## config.mk

```make
export PLATFORM = sky130hd
export DESIGN_NAME = closest_ray_box_hit
export DESIGN_NICKNAME = d
export VERILOG_FILES = /design/src/hdl/crbh_pkg.sv /design/src/hdl/crbh_div.sv /design/src/hdl/crbh_datapath.sv /design/src/hdl/crbh_ctrl.sv /design/src/hdl/closest_ray_box_hit.sv
export SDC_FILE = /design/constraint.sdc
export NUM_CORES = 1
export LEC_CHECK = 0
export BUFFER_PORTS_ARGS = -buffer_cell sky130_fd_sc_hd__buf_2
export CAP_MARGIN = 10
export CORE_MARGIN = 10
export CORE_UTILIZATION = 35
export CTS_BUF_LIST = sky130_fd_sc_hd__clkbuf_16
export CTS_CLUSTER_SIZE = 8
export DETAILED_ROUTE_END_ITERATION = 10
export PLACE_DENSITY = 0.6
export REMOVE_ABC_BUFFERS = 1
export SYNTH_ARGS = -nofsm -noshare
export SYNTH_HDL_FRONTEND = slang
export SYNTH_HIERARCHICAL = 1
export SYNTH_SLANG_ARGS = --single-unit
```

## constraint.sdc

```tcl
create_clock -name aclk -period 21.5 [get_ports aclk]
set_input_delay 3.225 -clock aclk [delete_from_list [all_inputs] [get_ports aclk]]
set_output_delay 3.225 -clock aclk [all_outputs]
set_load 0.005 [all_outputs]
```

## src/hdl/crbh_pkg.sv

```systemverilog
// Shared types and constants for the closest ray / box hit block.
// Used by the controller, the datapath and the top level; depends on nothing else.
`default_nettype none
package crbh_pkg;

    // Sentinel entry parameter, 10000.0 in unsigned Q14.8.
    localparam logic [21:0] T_SENTINEL = 22'd2560000;

    // Width of a signed slab bound in Q18.8 (magnitude below 2^25).
    localparam int unsigned TW = 27;

    typedef logic signed [TW-1:0] tval_t;

    // Configuration register indexes.
    typedef enum logic [2:0] {
        CFG_RECT_X      = 3'd0,
        CFG_RECT_Y      = 3'd1,
        CFG_RECT_WIDTH  = 3'd2,
        CFG_RECT_HEIGHT = 3'd3,
        CFG_DIR_X       = 3'd4,
        CFG_DIR_Y       = 3'd5
    } cfg_idx_t;

    // Commands from the controller to the datapath.
    typedef struct packed {
        logic       load_box;
        logic       div_start;
        logic       div_store;
        logic [2:0] sel;
        logic       cast_en;
        logic [1:0] corner;
        logic       step_end;
        logic       emit;
    } cmd_t;

    // Status from the datapath to the controller.
    typedef struct packed {
        logic div_done;
        logic last_box;
        logic out_free;
    } status_t;

endpackage
`default_nettype wire

```

## src/hdl/crbh_div.sv

```systemverilog
// Iterative unsigned divider, two quotient bits per cycle.
// Stand-alone; uses no package items.
`default_nettype none
module crbh_div (
    input  wire logic        aclk,
    input  wire logic        aresetn,
    input  wire logic        start,
    input  wire logic [24:0] num,
    input  wire logic [15:0] den,
    output logic             done,
    output logic [24:0]      quo,
    output logic             rem_nz
);

    logic [25:0] q_reg, q_next;
    logic [16:0] r_reg, r_next;
    logic [15:0] d_reg;
    logic [3:0]  cnt_reg, cnt_next;
    logic        done_reg, done_next;

    // Two restoring steps per cycle.
    always_comb begin
        logic [16:0] r;
        logic [25:0] q;
        r = r_reg;
        q = q_reg;
        for (int i = 0; i < 2; i++) begin
            r = {r[15:0], q[25]};
            if (r >= {1'b0, d_reg}) begin
                r = r - {1'b0, d_reg};
                q = {q[24:0], 1'b1};
            end else begin
                q = {q[24:0], 1'b0};
            end
        end
        r_next    = r;
        q_next    = q;
        cnt_next  = cnt_reg - 4'd1;
        done_next = (cnt_reg == 4'd1);
    end

    always_ff @(posedge aclk) begin
        if (!aresetn) begin
            cnt_reg  <= '0;
            done_reg <= 1'b0;
        end else if (start) begin
            cnt_reg  <= 4'd13;
            done_reg <= 1'b0;
            q_reg    <= {1'b0, num};
            r_reg    <= '0;
            d_reg    <= den;
        end else if (cnt_reg != 4'd0) begin
            cnt_reg  <= cnt_next;
            done_reg <= done_next;
            q_reg    <= q_next;
            r_reg    <= r_next;
        end else begin
            done_reg <= 1'b0;
        end
    end

    assign done   = done_reg;
    assign quo    = q_reg[24:0];
    assign rem_nz = (r_reg != '0);

endmodule
`default_nettype wire

```

## src/hdl/crbh_datapath.sv

```systemverilog
// Datapath: configuration, box registers, slab bounds, corner test and result.
// Depends on crbh_pkg and crbh_div.
`default_nettype none
module crbh_datapath #(
    parameter int MAX_BOXES = 256
) (
    input  wire logic                 aclk,
    input  wire logic                 aresetn,
    input  wire logic                 cfg_we,
    input  wire logic [2:0]           cfg_index,
    input  wire logic [15:0]          cfg_data,
    input  wire logic signed [15:0]   s_box_x,
    input  wire logic signed [15:0]   s_box_y,
    input  wire logic [9:0]           s_box_w,
    input  wire logic [9:0]           s_box_h,
    input  wire logic                 s_last_box,
    input  wire crbh_pkg::cmd_t       cmd,
    output crbh_pkg::status_t         status,
    output logic                      m_valid,
    input  wire logic                 m_ready,
    output logic                      m_hit_found,
    output logic [21:0]               m_nearest_t,
    output logic [7:0]                m_nearest_index
);

    localparam int CW = (MAX_BOXES > 1) ? $clog2(MAX_BOXES) : 1;
    localparam int TW_L = crbh_pkg::TW;

    logic signed [15:0] rect_x_reg, rect_y_reg, dir_x_reg, dir_y_reg;
    logic [9:0]         rect_w_reg, rect_h_reg;
    logic signed [15:0] box_x_reg, box_y_reg;
    logic [9:0]         box_w_reg, box_h_reg;
    logic               last_reg;
    crbh_pkg::tval_t    t_reg [8];
    logic [21:0]        best_t_reg;
    logic [7:0]         best_idx_reg;
    logic [CW-1:0]      cnt_reg;
    logic               m_valid_reg;
    logic               m_hit_reg;
    logic [21:0]        m_t_reg;
    logic [7:0]         m_idx_reg;

    // Corner origins and box bounds, 18-bit signed.
    logic signed [17:0] ox0, ox1, oy0, oy1, bx0, bx1, by0, by1;
    assign ox0 = 18'(rect_x_reg);
    assign oy0 = 18'(rect_y_reg);
    assign ox1 = 18'(rect_x_reg) + 18'(signed'({1'b0, rect_w_reg, 4'b0}));
    assign oy1 = 18'(rect_y_reg) + 18'(signed'({1'b0, rect_h_reg, 4'b0}));
    assign bx0 = 18'(box_x_reg);
    assign by0 = 18'(box_y_reg);
    assign bx1 = 18'(box_x_reg) + 18'(signed'({1'b0, box_w_reg, 4'b0}));
    assign by1 = 18'(box_y_reg) + 18'(signed'({1'b0, box_h_reg, 4'b0}));

    // Divider operands for the selected slab bound.
    logic signed [17:0] org, bnd;
    logic signed [18:0] diff;
    logic [18:0]        diff_mag;
    logic signed [15:0] dsel;
    logic [15:0]        den_mag;
    logic               res_neg;
    logic               div_done;
    logic [24:0]        quo;
    logic               rem_nz;
    logic [TW_L-1:0]    qext;
    crbh_pkg::tval_t    tdiv;

    always_comb begin
        if (cmd.sel[2]) begin
            org  = cmd.sel[1] ? oy1 : oy0;
            bnd  = cmd.sel[0] ? by1 : by0;
            dsel = dir_y_reg;
        end else begin
            org  = cmd.sel[1] ? ox1 : ox0;
            bnd  = cmd.sel[0] ? bx1 : bx0;
            dsel = dir_x_reg;
        end
        diff     = 19'(bnd) - 19'(org);
        diff_mag = diff[18] ? 19'(-diff) : 19'(diff);
        den_mag  = dsel[15] ? 16'(-dsel) : 16'(dsel);
        res_neg  = diff[18] ^ dsel[15];
        qext     = TW_L'(quo) + TW_L'(rem_nz);
        tdiv     = res_neg ? crbh_pkg::tval_t'(-qext) : crbh_pkg::tval_t'(quo);
    end

    crbh_div u_div (
        .aclk    (aclk),
        .aresetn (aresetn),
        .start   (cmd.div_start),
        .num     ({diff_mag[16:0], 8'h00}),
        .den     (den_mag),
        .done    (div_done),
        .quo     (quo),
        .rem_nz  (rem_nz)
    );

    // Corner test for the selected corner.
    crbh_pkg::tval_t xa, xb, ya, yb, xn, xf, yn, yf, tc;
    logic signed [17:0] cox, coy;
    logic dzx, dzy, inx, iny, hit;
    always_comb begin
        xa  = t_reg[{1'b0, cmd.corner[0], 1'b0}];
        xb  = t_reg[{1'b0, cmd.corner[0], 1'b1}];
        ya  = t_reg[{1'b1, cmd.corner[1], 1'b0}];
        yb  = t_reg[{1'b1, cmd.corner[1], 1'b1}];
        xn  = (xa < xb) ? xa : xb;
        xf  = (xa < xb) ? xb : xa;
        yn  = (ya < yb) ? ya : yb;
        yf  = (ya < yb) ? yb : ya;
        cox = cmd.corner[0] ? ox1 : ox0;
        coy = cmd.corner[1] ? oy1 : oy0;
        dzx = (dir_x_reg == '0);
        dzy = (dir_y_reg == '0);
        inx = (cox >= bx0) && (cox <= bx1);
        iny = (coy >= by0) && (coy <= by1);
        if (dzx)
            tc = yn;
        else if (dzy)
            tc = xn;
        else
            tc = (yn > xn) ? yn : xn;
        hit = (!dzx || inx) && (!dzy || iny) && !(dzx && dzy)
            && !(!dzx && !dzy && ((xn > yf) || (yn > xf)))
            && !tc[TW_L-1]
            && (tc < crbh_pkg::tval_t'({1'b0, best_t_reg}));
    end

    logic [31:0] cnt_ext;
    assign cnt_ext = 32'(cnt_reg);

    // Configuration registers.
    always_ff @(posedge aclk) begin
        if (!aresetn) begin
            rect_x_reg <= '0;
            rect_y_reg <= '0;
            rect_w_reg <= 10'd16;
            rect_h_reg <= 10'd16;
            dir_x_reg  <= '0;
            dir_y_reg  <= '0;
        end else if (cfg_we) begin
            case (cfg_index)
                crbh_pkg::CFG_RECT_X:      rect_x_reg <= cfg_data;
                crbh_pkg::CFG_RECT_Y:      rect_y_reg <= cfg_data;
                crbh_pkg::CFG_RECT_WIDTH:  rect_w_reg <= cfg_data[9:0];
                crbh_pkg::CFG_RECT_HEIGHT: rect_h_reg <= cfg_data[9:0];
                crbh_pkg::CFG_DIR_X:       dir_x_reg  <= cfg_data;
                crbh_pkg::CFG_DIR_Y:       dir_y_reg  <= cfg_data;
                default: ;
            endcase
        end
    end

    // Box capture and slab bound storage.
    always_ff @(posedge aclk) begin
        if (cmd.load_box) begin
            box_x_reg <= s_box_x;
            box_y_reg <= s_box_y;
            box_w_reg <= s_box_w;
            box_h_reg <= s_box_h;
            last_reg  <= s_last_box;
        end
        if (cmd.div_store)
            t_reg[cmd.sel] <= tdiv;
    end

    // Running best, box counter and result register.
    always_ff @(posedge aclk) begin
        if (!aresetn) begin
            best_t_reg   <= crbh_pkg::T_SENTINEL;
            best_idx_reg <= '0;
            cnt_reg      <= '0;
            m_valid_reg  <= 1'b0;
        end else begin
            if (cmd.cast_en && hit) begin
                best_t_reg   <= tc[21:0];
                best_idx_reg <= cnt_ext[7:0];
            end
            if (cmd.step_end) begin
                if (cnt_ext == 32'(MAX_BOXES - 1))
                    cnt_reg <= '0;
                else
                    cnt_reg <= cnt_reg + CW'(1);
            end
            if (cmd.emit) begin
                m_valid_reg  <= 1'b1;
                m_hit_reg    <= (best_t_reg < crbh_pkg::T_SENTINEL);
                m_t_reg      <= best_t_reg;
                m_idx_reg    <= best_idx_reg;
                best_t_reg   <= crbh_pkg::T_SENTINEL;
                best_idx_reg <= '0;
                cnt_reg      <= '0;
            end else if (m_valid_reg && m_ready) begin
                m_valid_reg <= 1'b0;
            end
        end
    end

    assign status.div_done = div_done;
    assign status.last_box = last_reg;
    assign status.out_free = !m_valid_reg || m_ready;

    assign m_valid         = m_valid_reg;
    assign m_hit_found     = m_hit_reg;
    assign m_nearest_t     = m_t_reg;
    assign m_nearest_index = m_idx_reg;

endmodule
`default_nettype wire

```

## src/hdl/crbh_ctrl.sv

```systemverilog
// Controller: sequences eight slab divisions, four corner tests and the result.
// Depends on crbh_pkg.
`default_nettype none
module crbh_ctrl (
    input  wire logic              aclk,
    input  wire logic              aresetn,
    input  wire logic              s_valid,
    output logic                   s_ready,
    input  wire crbh_pkg::status_t status,
    output crbh_pkg::cmd_t         cmd
);

    typedef enum logic [2:0] {
        ST_IDLE,
        ST_DSTART,
        ST_DWAIT,
        ST_CAST,
        ST_END
    } state_t;

    state_t     state_reg;
    logic [2:0] sel_reg;
    logic [1:0] corner_reg;

    always_ff @(posedge aclk) begin
        if (!aresetn) begin
            state_reg  <= ST_IDLE;
            sel_reg    <= '0;
            corner_reg <= '0;
        end else begin
            case (state_reg)
                ST_IDLE: begin
                    if (s_valid) begin
                        sel_reg   <= '0;
                        state_reg <= ST_DSTART;
                    end
                end
                ST_DSTART: state_reg <= ST_DWAIT;
                ST_DWAIT: begin
                    if (status.div_done) begin
                        if (sel_reg == 3'd7) begin
                            corner_reg <= '0;
                            state_reg  <= ST_CAST;
                        end else begin
                            sel_reg   <= sel_reg + 3'd1;
                            state_reg <= ST_DSTART;
                        end
                    end
                end
                ST_CAST: begin
                    corner_reg <= corner_reg + 2'd1;
                    if (corner_reg == 2'd3)
                        state_reg <= ST_END;
                end
                ST_END: begin
                    if (!status.last_box || status.out_free)
                        state_reg <= ST_IDLE;
                end
                default: state_reg <= ST_IDLE;
            endcase
        end
    end

    // Commands decoded from the state.
    always_comb begin
        cmd           = '0;
        cmd.sel       = sel_reg;
        cmd.corner    = corner_reg;
        cmd.load_box  = (state_reg == ST_IDLE) && s_valid;
        cmd.div_start = (state_reg == ST_DSTART);
        cmd.div_store = (state_reg == ST_DWAIT) && status.div_done;
        cmd.cast_en   = (state_reg == ST_CAST);
        cmd.step_end  = (state_reg == ST_END) && !status.last_box;
        cmd.emit      = (state_reg == ST_END) && status.last_box && status.out_free;
    end

    assign s_ready = (state_reg == ST_IDLE);

endmodule
`default_nettype wire

```

## src/hdl/closest_ray_box_hit.sv

```systemverilog
// Closest ray / box hit, top level: controller plus datapath.
// Depends on crbh_pkg, crbh_ctrl and crbh_datapath.
// Each accepted box is tested against four rays cast along (dir_x, dir_y)
// from the corners of the configured rectangle with a 2D slab test; the
// smallest non-negative entry t below 10000 (Q14.8) and its box index are
// kept, and one result leaves on the box marked last. For each box, eight
// slab bounds go one after another through a single divider that yields
// two quotient bits per cycle, then the four corners are tested in turn
// and a closing state ends the box. A finished result waits in the output
// register while the next box is worked on.
`default_nettype none
module closest_ray_box_hit #(
    parameter int MAX_BOXES = 256
) (
    input  wire logic               aclk,
    input  wire logic               aresetn,
    input  wire logic               cfg_valid,
    output logic                    cfg_ready,
    input  wire logic [2:0]         cfg_index,
    input  wire logic [15:0]        cfg_data,
    input  wire logic               s_valid,
    output logic                    s_ready,
    input  wire logic signed [15:0] s_box_x,
    input  wire logic signed [15:0] s_box_y,
    input  wire logic [9:0]         s_box_w,
    input  wire logic [9:0]         s_box_h,
    input  wire logic               s_last_box,
    output logic                    m_valid,
    input  wire logic               m_ready,
    output logic                    m_hit_found,
    output logic [21:0]             m_nearest_t,
    output logic [7:0]              m_nearest_index
);

    crbh_pkg::cmd_t    cmd;
    crbh_pkg::status_t status;

    // Configuration writes are always taken.
    assign cfg_ready = 1'b1;

    crbh_ctrl u_ctrl (
        .aclk    (aclk),
        .aresetn (aresetn),
        .s_valid (s_valid),
        .s_ready (s_ready),
        .status  (status),
        .cmd     (cmd)
    );

    crbh_datapath #(
        .MAX_BOXES (MAX_BOXES)
    ) u_dp (
        .aclk            (aclk),
        .aresetn         (aresetn),
        .cfg_we          (cfg_valid),
        .cfg_index       (cfg_index),
        .cfg_data        (cfg_data),
        .s_box_x         (s_box_x),
        .s_box_y         (s_box_y),
        .s_box_w         (s_box_w),
        .s_box_h         (s_box_h),
        .s_last_box      (s_last_box),
        .cmd             (cmd),
        .status          (status),
        .m_valid         (m_valid),
        .m_ready         (m_ready),
        .m_hit_found     (m_hit_found),
        .m_nearest_t     (m_nearest_t),
        .m_nearest_index (m_nearest_index)
    );

endmodule
`default_nettype wire
```

==> metrics.csv, run 1 <==
metric;value;unit
Seq pwr share;34.5;%
port bufs;109;
Post-Synth Simple-Gate Area;12.8;%
Max-Cap Viols;0;
worst-skew pair later-pin latency;0.62;ns
nets;3699;
DR vias;23870;
Core Rows;111;
dpl cells;4399;
Setup CP Type;flop to flop;
RSZ-0062 raised after global routing;false;
Compound-Gate Fraction of Synth Area;15.7;%
Arrival @ worst endpoint;11.63;ns
Placement Setup Slack;10.70;ns
CP max stage cell;o21ai_0;
prevailing post-synth register cell;edfxtp_1;
Area contributors post-synth;edfxtp_1 33%, ha_1 13%, dfxtp_1 8.4%;
Mapped Area;32300;sq um
Clock Path Buffers;3;
layout cells sized above 1;12.7;%
Num CTS Buffers;72;
Synth cell types;99;
clock sinks;495;
top-level port count;111;
fin cells;4519;
Finished Cell Area;36100;sq um
syn avg cell area;10.1;sq um
Floorplan Core Area;91700;sq um
power density over cell area;98.4;nW/um^2
Final Critical Period;11.08;ns
die area;105000;sq um
clock skew;0.0237;ns
status;finished clean;
Slew @ Worst Pin;1.21;ns
Max Fclk;90.2;MHz
initial antenna violation count;5;
Final Max Slew Viols;0;
slowest cell delay on critical path;0.74;ns
Clock power frac;29.6;%
area delta synth->final;11.7;%
class of the worst hold path;flop to flop;
Sw Ratio;35.3;%
Placed Area;34000;sq um
worst rel slew slack;19.2;%
first-pass GRT wire length;135;mm
vias in the first global route;23512;
Syn. warnings;6;
# hold bufs at CTS;0;
Initial DRC Count;1575;
worst setup margin;10.42;ns
GRT overflow;0;
die height;324;um
Worst Setup Start Kind;flop;
Crit path buffers/inverters;2;
#FFs+latches synth;495;
setup tns final;0;ns
critical path peak fanout;56;
VDD IR max;0.0000709;V
largest family of logic cells by synthesized area;compound AO/OA/AOI/OAI gates;
most frequent cells after synthesis;360 x nand2_1, 359 x edfxtp_1, 327 x ha_1, 217 x inv_1, 215 x a21oi_1;
CTS clk-pin slew, worst paths;0.05;ns
chip width;324;um
drt wl/cell;19.3;um
number of synthesized flops with an enable pin;359;
clk root buf;clkbuf_16;
hpwl dp;65.1;mm
CTS tree;done;
max reg flops;216;
CTS resizes;0;
Final Setup Violations;0;
internal power;0.00230;W
DR vias/cell;5.28;
Remaining DRCs;0;
WL final;87.2;mm
critical path's top delay family;compound AO/OA/AOI/OAI gates;
xor/xnor share of the synthesized area;3.66;%
post-layout util;39.4;%
drt pass-1 iters;5;
Placer Congestion;0.908;
Yosys top cell by area;edfxtp_1;
H-tree depth;3;
Combinational Power Share;35.9;%
Lkg Pwr;14.0;nW
Seq/Total Area, Yosys;41.8;%
Final Hold Vio Count;0;
switching power;0.00125;W
Syn Inst Count;3209;
fin crit share;51.5;%
initial core utilization;35.3;%
# fillers;9056;
number of routed nets with antenna violations;0;
post-synthesis mux area share;8.18;%
setup bufs post-CTS;0;
CP Capture Type;flop;
GRT Overall Usage;16.3;%
top-count cell post-synth;nand2_1;
Post-synth ARST share;0;%
Post-Synth Adder-Cell Area;13.2;%
largest net degree at the start of global routing;81;
CP required;22.05;ns
most used cell, CP;a21oi_1;
Yosys top cell area share;33.3;%
[routing by layer]
metal,GRT usage (%),wire length [um]
met3,2.83,4200
met1,20.6,38600
met4,5.14,2450
met5,0,13
met2,28.0,42000
[cells by family (layout without fill, tap and decap cells)]
family,Yosys count,after routing
flops,495,495
fa+ha+maj,338,338
mux,231,231
xor+xnor,135,135
simple gates,864,864
other cells,2,12
compound gates,784,784
buf+inv,360,474
[worst paths after layout]
check / startpoint / to / slack (ns) / cells past startpoint
hold reg to reg: u_dp/best_t_reg[17]$_SDFFE_PP1P_ / u_dp/m_nearest_t[17]$_DFFE_PP_ / 0.43 / 0
hold / removal: u_dp/best_t_reg[17]$_SDFFE_PP1P_ / u_dp/m_nearest_t[17]$_DFFE_PP_ / 0.43 / 0
setup / recovery: u_ctrl/corner_reg[1]$_SDFFE_PN0P_ / u_dp/best_t_reg[4]$_SDFFE_PP0P_ / 10.42 / 37
setup reg to reg: u_ctrl/corner_reg[1]$_SDFFE_PN0P_ / u_dp/best_t_reg[4]$_SDFFE_PP0P_ / 10.42 / 37
[stage by stage]
stage	hold WS, ns	power [W]
2_1_floorplan	0.402	0.00216
3_3_place_gp	0.419	0.00248
3_5_place_dp	0.415	0.00249
4_1_cts	0.433	0.00356
5_1_grt	0.439	0.00377
6_report	0.430	0.00355
[power by group through the flow]
stage                     logic (W)  clock network [W]  registers, W
after CTS                   0.00126            0.00107       0.00123
final                       0.00128            0.00105       0.00123
after floorplan            0.000937                  0       0.00122
after detailed placement    0.00125                  0       0.00124
after global placement      0.00124                  0       0.00124
after global routing        0.00142            0.00112       0.00123
[cells in the final DEF, fill, tap and decap left out, types with 20 or more instances in the layout]
master	Yosys	layout
a211oi_1	23	23
a31oi_1	25	25
nand2_1	360	360
dfxtp_1	136	133
inv_1	217	252
nor2_1	148	141
o21bai_1	30	30
nor3_1	32	29
nand3_1	58	58
a21oi_1	215	215
nand4_1	52	52
nor2b_1	45	45
xor2_1	31	31
o21a_1	34	33
buf_4	30	31
a21boi_0	90	90
a21o_1	42	42
nor4_1	33	33
nand2b_1	35	35
o211ai_1	23	23
xnor2_1	104	102
edfxtp_1	359	359
o21ai_1	18	20
mux2_2	117	117
buf_2	16	109
ha_1	327	327
o21ai_0	176	174
mux2i_1	98	98
clkbuf_16	0	74
[area by class of cell]
| type | count | area [sq um] | area share (%) |
|---|---|---|---|
| multi-input combinational | 2361 | 17400 | 48.2 |
| clock buffer | 74 | 1850 | 5.13 |
| tap | 1186 | 1480 | 4.11 |
| clock inverter | 42 | 240 | 0.665 |
| timing repair buffer | 141 | 790 | 2.19 |
| sequential | 495 | 13500 | 37.4 |
| inverter | 217 | 815 | 2.26 |
| antenna | 3 | 7.51 | 0.0208 |
Power figures use the tool's default switching activity.
==> run 2, diff against run 1 <==
==> constraint.sdc (replaced) <==
create_clock -name aclk -period 10.22 [get_ports aclk]
set_input_delay 1.533 -clock aclk [delete_from_list [all_inputs] [get_ports aclk]]
set_output_delay 1.533 -clock aclk [all_outputs]
set_load 0.005 [all_outputs]
==> metrics.csv, run 2 (synthesis gave the netlist of run 1 again) <==
metric;value;unit;change
Max-Cap Viols;0;;unchanged
H-tree depth;3;;unchanged
worst rel slew slack;16.8;%;-2.3 points
class of the worst hold path;flop to flop;;
drt wl/cell;19.2;um;-0.73%
CP Capture Type;flop;;
clock sinks;495;;unchanged
max reg flops;216;;unchanged
CTS clk-pin slew, worst paths;0.05;ns;about the same
clk root buf;clkbuf_16;;
worst-skew pair later-pin latency;0.62;ns;about the same
Lkg Pwr;14.0;nW;+0.44%
setup bufs post-CTS;0;;unchanged
worst r2r path cells;35;;-5.4%
vias in the first global route;23682;;+0.72%
Final Setup Violations;0;;unchanged
drt pass-1 iters;6;;+1
worst hold slack;0.427;ns;-0.00234 ns
power density over cell area;206;nW/um^2;+110%
hpwl dp;65.3;mm;+0.35%
# fillers;8945;;-1.2%
area taken by multi-input logic gates;17400;sq um;about the same
dpl cells;4414;;+0.34%
DR vias/cell;5.32;;+0.63%
Clock Path Buffers;3;;unchanged
Floorplan Core Area;91700;sq um;unchanged
Final Max Slew Viols;0;;unchanged
# hold bufs at CTS;0;;unchanged
most frequent cells in the layout;360 x nand2_1, 359 x edfxtp_1, 327 x ha_1;;
die area;105000;sq um;unchanged
RSZ-0062 raised after global routing;false;;
DR vias;24089;;+0.92%
first-pass GRT wire length;134;mm;-0.35%
Core Rows;111;;unchanged
worst r2r src;u_ctrl/corner_reg[1]$_SDFFE_PN0P_;;
most common cell after layout, fill and taps aside;nand2_1;;
final total power;0.00744;W;+110%
crit path launch;u_ctrl/corner_reg[1]$_SDFFE_PN0P_;;
initial core utilization;35.3;%;unchanged
Sequential Area;13500;sq um;unchanged
Worst R2R End;u_dp/best_idx_reg[1]$_SDFFE_PP0P_;;
Num CTS Buffers;72;;unchanged
Initial DRC Count;1655;;+5.1%
number of routed nets with antenna violations;0;;unchanged
nets;3714;;+0.41%
largest net degree at the start of global routing;79;;-2.5%
VDD IR max;0.000134;V;+89%
Placer Congestion;0.909;;+0.11%
slowest cell delay on critical path;0.70;ns;-0.04 ns
clock skew;0.0263;ns;+0.00263 ns
top-level port count;111;;unchanged
post-layout util;39.5;%;+0.10 points
flop-to-flop setup slack;0.64;ns;-9.78 ns
critical path peak fanout;18;;-68%
fin cells;4532;;+0.29%
Final Hold Vio Count;0;;unchanged
fin crit share;93.7;%;+42 points
Remaining DRCs;0;;unchanged
Setup crit end;u_dp/best_idx_reg[1]$_SDFFE_PP0P_;;
min-delay src;u_dp/best_idx_reg[7]$_SDFFE_PP0P_;;
initial antenna violation count;3;;-2
GRT Overall Usage;16.2;%;-0.065 points
most used cell, CP;a21oi_1;;
Worst Setup Start Kind;flop;;
GRT overflow;0;;unchanged
Max Fclk;104;MHz;+16%
CP required;10.75;ns;-11.30 ns
Arrival @ worst endpoint;10.11;ns;-1.52 ns
area delta synth->final;12.0;%;
Slew @ Worst Pin;1.23;ns;+0.0217 ns
CP max stage cell;a21oi_2;;
Final Critical Period;9.58;ns;-1.50 ns
CTS resizes;0;;unchanged
die height;324;um;unchanged
layout cells sized above 1;13.1;%;+0.39 points
WL final;86.9;mm;-0.44%
status;finished clean;;
port bufs;109;;unchanged
Setup CP Type;flop to flop;;
chip width;324;um;unchanged
CTS tree;done;;
## run 2: changes by cell type in the layout (fill, tap and decap cells not counted)
cell / change
buf_4: +14
inv_16: -1
buf_12: +1
clkinv_16: +1
clkinv_8: -1
inv_6: +1
diode_2: -2
clkinv_2: +1
a21oi_2: +1
bufinv_16: -1
buf_6: -1
## run 2: final cells by class
cell class / count / area share (%)
flip-flops and latches: 495 / 37.3
diodes: 1 / 0.00691
multi-input cells: 2362 / 48.1
clock buffers: 74 / 5.12
well taps: 1186 / 4.10
repair buffers: 155 / 2.50
inverters: 217 / 2.25
clock inverters: 42 / 0.601
## run 2: worst max-delay path, delay by kind of cell (launching register included)
family / cells / cell delay [ns]
adders and majority gates: 3 / 1.12
muxes: 2 / 0.81
AOI/OAI and AO/OA: 16 / 3.82
buffers and inverters: 1 / 0.25
and+or+nand+nor: 13 / 2.91
DFF: 1 / 0.53
## run 2: worst min path at each step
stage,end,cells after the start,slack [ns]
final,u_dp/m_nearest_index[7]$_DFFE_PP_,0,0.43
after global routing,u_dp/m_nearest_index[7]$_DFFE_PP_,0,0.43
after CTS,u_dp/m_nearest_index[7]$_DFFE_PP_,0,0.42
after detailed placement,u_dp/m_nearest_t[18]$_DFFE_PP_,0,0.42
after global placement,u_dp/m_nearest_t[10]$_DFFE_PP_,0,0.42
after floorplan,u_dp/m_nearest_index[0]$_DFFE_PP_,0,0.40
## run 2: power by group
group / internal (W) / total [W] / switching, W / leakage (nW)
clock: 0.00129 / 0.00218 / 0.000885 / 1.14
sequential: 0.00248 / 0.00257 / 0.0000963 / 4.41
combinational: 0.00104 / 0.00269 / 0.00165 / 8.48
total: 0.00481 / 0.00744 / 0.00263 / 14.0
## run 2: per-stage QoR
stage	instance area (sq um)	worst slack [ns]	setup TNS [ns]
after CTS	36200	0.612	0
after global placement	34100	0.855	0
final	36200	0.641	0
after detailed placement	34100	0.673	0
after global routing	36200	0.0606	0
after floorplan	31700	-0.135	-1.94
## run 2: layer usage
| metal | global-route usage, % | vias up | wire length [um] |
|---|---|---|---|
| met4 | 5.08 | 0 | 2580 |
| met5 | 0 | - | 0 |
| met1 | 20.8 | 11458 | 38600 |
| met3 | 2.45 | 146 | 4180 |
| met2 | 27.8 | 574 | 41500 |
| li1 | - | 11911 | - |
